$ cat config.mk
export PLATFORM = sky130hd
export DESIGN_NAME = sleep_deadline_wake_queue
export DESIGN_NICKNAME = d
export VERILOG_FILES = /design/src/sdwq_pkg.sv /design/src/sdwq_store.sv /design/src/sleep_deadline_wake_queue.sv
export SDC_FILE = /design/constraint.sdc
export NUM_CORES = 2
export LEC_CHECK = 0
export ABC_AREA = 0
export BUFFER_PORTS_ARGS = -buffer_cell sky130_fd_sc_hd__buf_4
export CAP_MARGIN = 5
export CORE_UTILIZATION = 30
export DETAILED_ROUTE_END_ITERATION = 7
export PLACE_DENSITY = 0.54
export REMOVE_ABC_BUFFERS = 1
export SLEW_MARGIN = 20
export SYNTH_ARGS = -nofsm -noshare
export SYNTH_HDL_FRONTEND = slang
export SYNTH_HIERARCHICAL = 1
export SYNTH_SLANG_ARGS = --single-unit
$ cat constraint.sdc
create_clock -name clk_i -period 12.33 [get_ports clk_i]
set_input_delay 1.8495 -clock clk_i [delete_from_list [all_inputs] [get_ports clk_i]]
set_output_delay 1.8495 -clock clk_i [all_outputs]
set_load 0.1 [all_outputs]
$ cat src/sdwq_pkg.sv
`default_nettype none
// ----------------------------------------------------------------------------
// Sleep deadline wake queue package
// Shared widths, the result limit, function codes, status codes and the empty-queue time.
// ----------------------------------------------------------------------------
package sdwq_pkg;

  localparam int unsigned TIME_W      = 63;
  localparam int unsigned TASK_ID_W   = 8;
  localparam int unsigned MAX_RESULTS = 16;

  // Reported as the earliest wake time while the queue holds no entry.
  localparam logic [TIME_W-1:0] TIME_EMPTY = 63'h7fff_ffff_ffff_ffff;

  localparam logic FUNC_SLEEP = 1'b0;
  localparam logic FUNC_TICK  = 1'b1;

  localparam logic STATUS_OK   = 1'b0;
  localparam logic STATUS_FULL = 1'b1;

endpackage : sdwq_pkg
`default_nettype wire

$ cat src/sdwq_store.sv
`default_nettype none
// ----------------------------------------------------------------------------
// Sleep deadline wake queue entry store
// One write port and one read port with registered read data.
// ----------------------------------------------------------------------------
module sdwq_store
  import sdwq_pkg::*;
#(
  parameter int unsigned QUEUE_DEPTH = 16,
  parameter int unsigned ID_BITS     = 8,
  localparam int unsigned IDX_W      = $clog2(QUEUE_DEPTH)
) (
  input  wire logic               clk_i,
  input  wire logic               we_i,
  input  wire logic [IDX_W-1:0]   waddr_i,
  input  wire logic [ID_BITS-1:0] wid_i,
  input  wire logic [TIME_W-1:0]  wtime_i,
  input  wire logic [IDX_W-1:0]   raddr_i,
  output logic      [ID_BITS-1:0] rid_o,
  output logic      [TIME_W-1:0]  rtime_o
);

  logic [ID_BITS-1:0] id_mem_q   [QUEUE_DEPTH];
  logic [TIME_W-1:0]  time_mem_q [QUEUE_DEPTH];

  always_ff @(posedge clk_i) begin
    if (we_i) begin
      id_mem_q[waddr_i]   <= wid_i;
      time_mem_q[waddr_i] <= wtime_i;
    end
    rid_o   <= id_mem_q[raddr_i];
    rtime_o <= time_mem_q[raddr_i];
  end

endmodule : sdwq_store
`default_nettype wire

$ cat src/sleep_deadline_wake_queue.sv
`default_nettype none
// ----------------------------------------------------------------------------
// Sleep deadline wake queue
// A queue of sleeping tasks kept sorted by wake time, with a tick command
// that releases the due tasks from the front, at most LIMIT of them.
// ----------------------------------------------------------------------------
// A refused sleep is answered without leaving idle. An accepted sleep walks down from the
// tail, testing one entry at a time; a tick scans the due entries from the front, then
// sends each woken word through a read state and an output state. The single comparator
// and the one read port of the entry store make the walk and the scan test one entry at a
// time. busy drops in the cycle that shows the last word, so the next command can be taken
// then. The receiver cannot stall: each word is valid for one cycle only. Reset empties the
// queue but not the entry store.
// ----------------------------------------------------------------------------
module sleep_deadline_wake_queue
  import sdwq_pkg::*;
#(
  parameter int unsigned QUEUE_DEPTH = 16,
  parameter int unsigned ID_BITS     = 8
) (
  input  wire logic                 clk_i,
  input  wire logic                 rst_ni,
  input  wire logic                 start,
  output logic                      busy,
  input  wire logic                 func_i,
  input  wire logic [TASK_ID_W-1:0] task_id_i,
  input  wire logic [TIME_W-1:0]    wake_time_i,
  input  wire logic [TIME_W-1:0]    now_time_i,
  output logic                      res_valid_o,
  output logic                      woke_valid_o,
  output logic [TASK_ID_W-1:0]      woke_id_o,
  output logic                      last_o,
  output logic                      status_o,
  output logic [TIME_W-1:0]         earliest_wake_o
);

  localparam int unsigned IDX_W = $clog2(QUEUE_DEPTH);
  localparam int unsigned CNT_W = $clog2(QUEUE_DEPTH + 1);
  // Most tasks one tick may release.
  localparam int unsigned LIMIT = (QUEUE_DEPTH < MAX_RESULTS) ? QUEUE_DEPTH : MAX_RESULTS;

  // The queue is a ring in the store: logical entry i sits at head + i.
  function automatic logic [IDX_W-1:0] phys(input logic [IDX_W-1:0] base,
                                            input logic [CNT_W-1:0] off);
    logic [CNT_W:0] sum;
    sum = (CNT_W+1)'(base) + (CNT_W+1)'(off);
    if (sum >= (CNT_W+1)'(QUEUE_DEPTH)) begin
      sum = sum - (CNT_W+1)'(QUEUE_DEPTH);
    end
    return sum[IDX_W-1:0];
  endfunction

  typedef enum logic [3:0] {
    ST_IDLE,
    ST_INS_RD,
    ST_INS_CMP,
    ST_TCK_RD,
    ST_TCK_CMP,
    ST_TCK_FRONT,
    ST_TCK_LOAD,
    ST_WK_RD,
    ST_WK_OUT
  } state_e;

  state_e             state_q;
  logic [IDX_W-1:0]   head_q;
  logic [CNT_W-1:0]   count_q;
  logic [CNT_W-1:0]   pos_q;      // insertion slot being tested, walking down
  logic [CNT_W-1:0]   woke_q;     // number of due entries found by a tick
  logic [CNT_W-1:0]   emit_q;     // index of the woken word being sent
  logic [ID_BITS-1:0] id_q;
  logic [TIME_W-1:0]  time_q;     // wake time of a sleep or current time of a tick
  logic [TIME_W-1:0]  earliest_q; // front wake time or TIME_EMPTY; a tick sets it before moving the head

  logic                 res_valid_q;
  logic                 woke_valid_q;
  logic [TASK_ID_W-1:0] woke_id_q;
  logic                 last_q;
  logic                 status_q;
  logic [TIME_W-1:0]    earliest_wake_q;

  logic               accept;
  logic               st_we;
  logic [IDX_W-1:0]   st_waddr;
  logic [ID_BITS-1:0] st_wid;
  logic [TIME_W-1:0]  st_wtime;
  logic [IDX_W-1:0]   st_raddr;
  logic [ID_BITS-1:0] st_rid;
  logic [TIME_W-1:0]  st_rtime;

  assign accept = start && !busy;
  assign busy   = (state_q != ST_IDLE);

  sdwq_store #(
    .QUEUE_DEPTH (QUEUE_DEPTH),
    .ID_BITS     (ID_BITS)
  ) u_store (
    .clk_i   (clk_i),
    .we_i    (st_we),
    .waddr_i (st_waddr),
    .wid_i   (st_wid),
    .wtime_i (st_wtime),
    .raddr_i (st_raddr),
    .rid_o   (st_rid),
    .rtime_o (st_rtime)
  );

  // Read address: the entry that the next state compares, loads as the front or sends.
  always_comb begin
    case (state_q)
      ST_INS_RD:                st_raddr = phys(head_q, pos_q - CNT_W'(1));
      ST_TCK_RD, ST_TCK_FRONT:  st_raddr = phys(head_q, woke_q);
      ST_WK_RD:                 st_raddr = phys(head_q, emit_q);
      default:                  st_raddr = head_q;
    endcase
  end

  // Write port. An insertion walks down from the tail, moving every later
  // entry up by one slot, then drops the new entry into the hole.
  always_comb begin
    st_we    = 1'b0;
    st_waddr = phys(head_q, pos_q);
    st_wid   = id_q;
    st_wtime = time_q;
    case (state_q)
      ST_INS_RD: begin
        st_we = (pos_q == '0);
      end
      ST_INS_CMP: begin
        st_we = 1'b1;
        if (st_rtime > time_q) begin
          st_wid   = st_rid;
          st_wtime = st_rtime;
        end
      end
      default: begin
        st_we = 1'b0;
      end
    endcase
  end

  always_ff @(posedge clk_i or negedge rst_ni) begin
    if (!rst_ni) begin
      state_q      <= ST_IDLE;
      head_q       <= '0;
      count_q      <= '0;
      pos_q        <= '0;
      woke_q       <= '0;
      emit_q       <= '0;
      earliest_q   <= TIME_EMPTY;
      res_valid_q  <= 1'b0;
      woke_valid_q <= 1'b0;
      woke_id_q    <= '0;
      last_q       <= 1'b0;
      status_q     <= STATUS_OK;
    end else begin
      res_valid_q <= 1'b0;
      case (state_q)
        ST_IDLE: begin
          if (accept) begin
            id_q <= ID_BITS'(task_id_i);
            if (func_i == FUNC_TICK) begin
              time_q  <= now_time_i;
              woke_q  <= '0;
              state_q <= ST_TCK_RD;
            end else if (count_q == CNT_W'(QUEUE_DEPTH)) begin
              // Queue full: the sleep is refused and nothing changes.
              res_valid_q     <= 1'b1;
              woke_valid_q    <= 1'b0;
              woke_id_q       <= '0;
              last_q          <= 1'b1;
              status_q        <= STATUS_FULL;
              earliest_wake_q <= earliest_q;
            end else begin
              time_q  <= wake_time_i;
              pos_q   <= count_q;
              state_q <= ST_INS_RD;
            end
          end
        end

        ST_INS_RD: begin
          if (pos_q == '0) begin
            // New entry lands at the front.
            count_q         <= count_q + CNT_W'(1);
            earliest_q      <= time_q;
            res_valid_q     <= 1'b1;
            woke_valid_q    <= 1'b0;
            woke_id_q       <= '0;
            last_q          <= 1'b1;
            status_q        <= STATUS_OK;
            earliest_wake_q <= time_q;
            state_q         <= ST_IDLE;
          end else begin
            state_q <= ST_INS_CMP;
          end
        end

        ST_INS_CMP: begin
          if (st_rtime > time_q) begin
            pos_q   <= pos_q - CNT_W'(1);
            state_q <= ST_INS_RD;
          end else begin
            // Placed behind an equal or earlier entry: the front is unchanged.
            count_q         <= count_q + CNT_W'(1);
            res_valid_q     <= 1'b1;
            woke_valid_q    <= 1'b0;
            woke_id_q       <= '0;
            last_q          <= 1'b1;
            status_q        <= STATUS_OK;
            earliest_wake_q <= earliest_q;
            state_q         <= ST_IDLE;
          end
        end

        ST_TCK_RD: begin
          if ((woke_q < CNT_W'(LIMIT)) && (woke_q < count_q)) begin
            state_q <= ST_TCK_CMP;
          end else begin
            state_q <= ST_TCK_FRONT;
          end
        end

        ST_TCK_CMP: begin
          if (st_rtime <= time_q) begin
            woke_q  <= woke_q + CNT_W'(1);
            state_q <= ST_TCK_RD;
          end else begin
            state_q <= ST_TCK_FRONT;
          end
        end

        ST_TCK_FRONT: begin
          state_q <= ST_TCK_LOAD;
        end

        ST_TCK_LOAD: begin
          // The read issued last cycle is the entry that becomes the front.
          if (count_q == woke_q) begin
            earliest_q      <= TIME_EMPTY;
            earliest_wake_q <= TIME_EMPTY;
          end else begin
            earliest_q      <= st_rtime;
            earliest_wake_q <= st_rtime;
          end
          if (woke_q == '0) begin
            res_valid_q  <= 1'b1;
            woke_valid_q <= 1'b0;
            woke_id_q    <= '0;
            last_q       <= 1'b1;
            status_q     <= STATUS_OK;
            state_q      <= ST_IDLE;
          end else begin
            emit_q  <= '0;
            state_q <= ST_WK_RD;
          end
        end

        ST_WK_RD: begin
          state_q <= ST_WK_OUT;
        end

        ST_WK_OUT: begin
          // The woken entries still sit in the store until the head moves.
          res_valid_q  <= 1'b1;
          woke_valid_q <= 1'b1;
          woke_id_q    <= TASK_ID_W'(st_rid);
          status_q     <= STATUS_OK;
          if (emit_q == woke_q - CNT_W'(1)) begin
            last_q  <= 1'b1;
            head_q  <= phys(head_q, woke_q);
            count_q <= count_q - woke_q;
            state_q <= ST_IDLE;
          end else begin
            last_q  <= 1'b0;
            emit_q  <= emit_q + CNT_W'(1);
            state_q <= ST_WK_RD;
          end
        end

        default: begin
          state_q <= ST_IDLE;
        end
      endcase
    end
  end

  assign res_valid_o     = res_valid_q;
  assign woke_valid_o    = woke_valid_q;
  assign woke_id_o       = woke_id_q;
  assign last_o          = last_q;
  assign status_o        = status_q;
  assign earliest_wake_o = earliest_wake_q;

  // The fill level never passes the store depth.
  a_count_bound : assert property (@(posedge clk_i) disable iff (!rst_ni)
    count_q <= CNT_W'(QUEUE_DEPTH))
    else $error("queue fill level beyond depth");

  // An empty queue always reports the empty wake time.
  a_empty_front : assert property (@(posedge clk_i) disable iff (!rst_ni)
    (count_q == '0) |-> (earliest_q == TIME_EMPTY))
    else $error("empty queue with a pending wake time");

  // A refused sleep leaves the queue untouched.
  a_full_refuse : assert property (@(posedge clk_i) disable iff (!rst_ni)
    (accept && (func_i == FUNC_SLEEP) && (count_q == CNT_W'(QUEUE_DEPTH)))
      |=> ($stable(count_q) && $stable(head_q) && status_o == STATUS_FULL))
    else $error("full sleep changed the queue");

  // A word that wakes nobody always closes its command.
  a_empty_last : assert property (@(posedge clk_i) disable iff (!rst_ni)
    (res_valid_o && !woke_valid_o) |-> last_o)
    else $error("non-wake word without last mark");

endmodule : sleep_deadline_wake_queue
`default_nettype wire

==> impl_metrics.ini <==
[synthesis]
ys_warn_count = 6
syn_area_per_cell_sq_um = 17.9
synth-seq-cells = 1444
synthCells = 3211
yosys.area.top_type = edfxtp_1
yosysUniqueCellTypes = 65
synth_area_sq_um = 57500
synth.area.top_cells = edfxtp_1 66%, mux4_2 11%, dfstp_2 2.9%
yosysSeqAreaShare_pct = 73.4
async_flop_share_pct = 7.13
synth-edff-count = 1270
ys.flop_type = edfxtp_1
synth_top_area_share_pct = 66.3

[detailed_routing]
viasPerCell = 5.02
first_iter_violations = 2768
drc = 0
wl_um = 159000
final_antenna_net_count = 0
vias = 30969
dr.pass1.iters = 8
wire_per_inst_um = 25.8

[setup_path]
r2r_end = u_store/rtime_o[54]
r2r_start = state_q[2]
r2r_cells = 13
r2r_setup_slack_ns = 6.66
cp.arrival_ns = 6.32
crit_type = flop to flop
critPathLaunchType = flop
cp_max_fo = 63
endpoint_kind = flop
required_ns = 12.98

[floorplan]
fp.dieArea_sq_um = 194000
placementRows = 160
start_util_pct = 30.2
die_height_um = 440
ios = 214
die_w_um = 440
core-area_sq_um = 190000

[timing]
setup_tns_ns = 0
slew_viol_final = 0
post-route-period-util_pct = 46.0
hold_violations = 0
fin_crit_ns = 5.67
rsz0062_at_grt = no
setup_viol = 0
holdWs_ns = 0.488
worstMarginPinSlew_ns = 1.08
slew_headroom_pct = 28.1
skew_ns = 0.0292
fmax_ghz = 0.176

[layout]
final_core_util_pct = 35.5
n_fill_cell = 17712
area_growth_pct = 17.5
layout-drive-gt1-share_pct = 28.1
insertedDiodeCount = 0
layout.nets = 3755

[place]
place.gp.congestion = 0.772
portBuffers = 213
dp_hpwl_um = 87800

[clocking]
cts_buffers = 149
clkSinkCount = 1444
clk_pin_slew_ns = 0.06
cts_root_buf = clkbuf_16
cts_max_path_buffers = 3
cts_hold_buf = 0
postCtsSetupBuffers = 0
clk_latency_ns = 0.78
cts-resized-gates = 0
cts_tree = done
htreeDepth = 4

[hold_path]
min_from = status_o
hold-path-endpoint = status_o
hold_class = flop to flop
holdPathStages = 1

[global_route]
grt_max_degree = 102
antenna_found_initial = 3
grt_pass1_vias = 31767
grt_use_total_pct = 16.5
grt_pass1_wl_um = 229000
grt.overflow.total = 0

[power]
p_total_mw = 17.0
p_per_area_nw_per_um2 = 252
leakage_nw = 22.6
ir_worst_vdd_mv = 0.171

[run]
cap_violations = 0

[outcome]
status = finished, final reports clean
cells in the final DEF (no fill, tap or decap), types with 71 or more instances in the layout:
master / instances
nor2_1: 94
dfxtp_1: 71
nand2_1: 233
buf_4: 335
mux2_2: 75
clkbuf_16: 157
edfxtp_1: 1270
inv_1: 92
mux4_2: 284
o21ai_0: 207
a22oi_1: 211
a21oi_1: 108
ha_1: 84
per-layer routing:
| layer | vias up | GRT usage [%] | part of all wire [%] |
|---|---|---|---|
| li1 | 13474 | - | - |
| met1 | 16369 | 21.4 | 42 |
| met2 | 928 | 28.5 | 51 |
| met3 | 198 | 2.41 | 5.0 |
| met4 | 0 | 4.54 | 2.1 |
| met5 | - | 0 | 0 |
sequential cells by signal, indices dropped and copies added (netlist names):
| signal | flops |
|---|---|
| earliest_wake_o | 63 |
| u_store/time_mem_q | 1008 |
| count_q | 5 |
| woke_id_o | 8 |
| woke_q | 5 |
| u_store/id_mem_q | 128 |
| emit_q | 5 |
| u_store/rid_o | 8 |
| woke_valid_o | 1 |
| pos_q | 5 |
| earliest_q | 63 |
| state_q | 4 |
| time_q | 63 |
| last_o | 1 |
| res_valid_o | 1 |
| u_store/rtime_o | 63 |
| status_o | 1 |
| head_q | 4 |
| id_q | 8 |
worst max path at each step:
stage / cells after the start / to / from / slack (ns)
after detailed placement: 13 / u_store/rtime_o[54] / state_q[2] / 6.67
after global placement: 9 / u_store/time_mem_q[13][14] / time_q[21] / 6.69
final: 13 / u_store/rtime_o[54] / state_q[2] / 6.66
after global routing: 13 / u_store/rtime_o[48] / state_q[2] / 6.34
after floorplan: 6 / u_store/id_mem_q[0][0] / state_q[0] / -3.51
after CTS: 13 / u_store/rtime_o[54] / state_q[2] / 6.65
power by group:
part | internal [mW] | leakage, nW | switching, mW | total, mW
Sequential | 6.39 | 13.3 | 0.352 | 6.74
Clock | 2.63 | 2.41 | 1.91 | 4.54
Combinational | 2.11 | 6.93 | 3.65 | 5.76
Total | 11.1 | 22.6 | 5.92 | 17.0
critical path, stage by stage (launching register included):
cell     delay [ns]
dfrtp_1        0.63
nand2_1        0.25
or2_2          0.41
nor2_1         0.11
a21oi_1        0.05
ha_1           0.22
fa_1           0.50
a22oi_1        0.11
nand2_4        0.66
buf_4          0.91
buf_4          0.89
mux4_2         0.42
a22oi_1        0.21
nand2_1        0.09
synth_stat cells, types with 4 or more instances:
cell type	n
a211o_1	6
a211oi_1	6
a21o_1	11
a21oi_1	108
a22o_1	9
a22oi_1	211
buf_1	27
buf_2	23
buf_4	8
buf_6	15
clkbuf_1	100
dfrtp_1	40
dfstp_2	63
dfxtp_1	71
edfxtp_1	1270
fa_1	4
ha_1	84
inv_1	92
mux2_2	75
mux4_2	284
nand2_1	236
nand2b_1	6
nand3_1	19
nand3b_1	5
nand4_1	20
nor2_1	111
nor3_1	16
nor4_1	4
o21ai_0	211
or3_1	4
xnor2_1	11
xor2_1	12
cells by family after synthesis:
family                   count (synthesis)  synth area share, %
buffers and inverters                  265                 2.03
AO/OA/AOI/OAI                          594                 6.43
AND/OR/NAND/NOR                        437                 3.24
adder cells (fa/ha/maj)                 88                 1.97
flip-flops                            1444                 73.4
XOR/XNOR                                23                0.350
multiplexers                           360                 12.6
metrics by stage:
stage | cell area, sq um | instances | worst slack, ns
3_3_place_gp | 62700 | 5888 | 6.69
4_1_cts | 67600 | 6167 | 6.65
5_1_grt | 67600 | 6167 | 6.34
3_5_place_dp | 62700 | 5889 | 6.67
2_1_floorplan | 56700 | 3038 | -3.51
6_report | 67600 | 6167 | 6.66
layout make-up:
cell class	instances	area [sq um]	share of cell area, %
clock buffer	202	4190	6.19
sequential	1444	42200	62.4
timing repair buffer	340	2610	3.85
clock inverter	76	734	1.09
tap	2511	3140	4.65
multi-input combinational	1502	14400	21.3
inverter	92	345	0.511
Note: power is estimated with default switching activity, not from simulation.
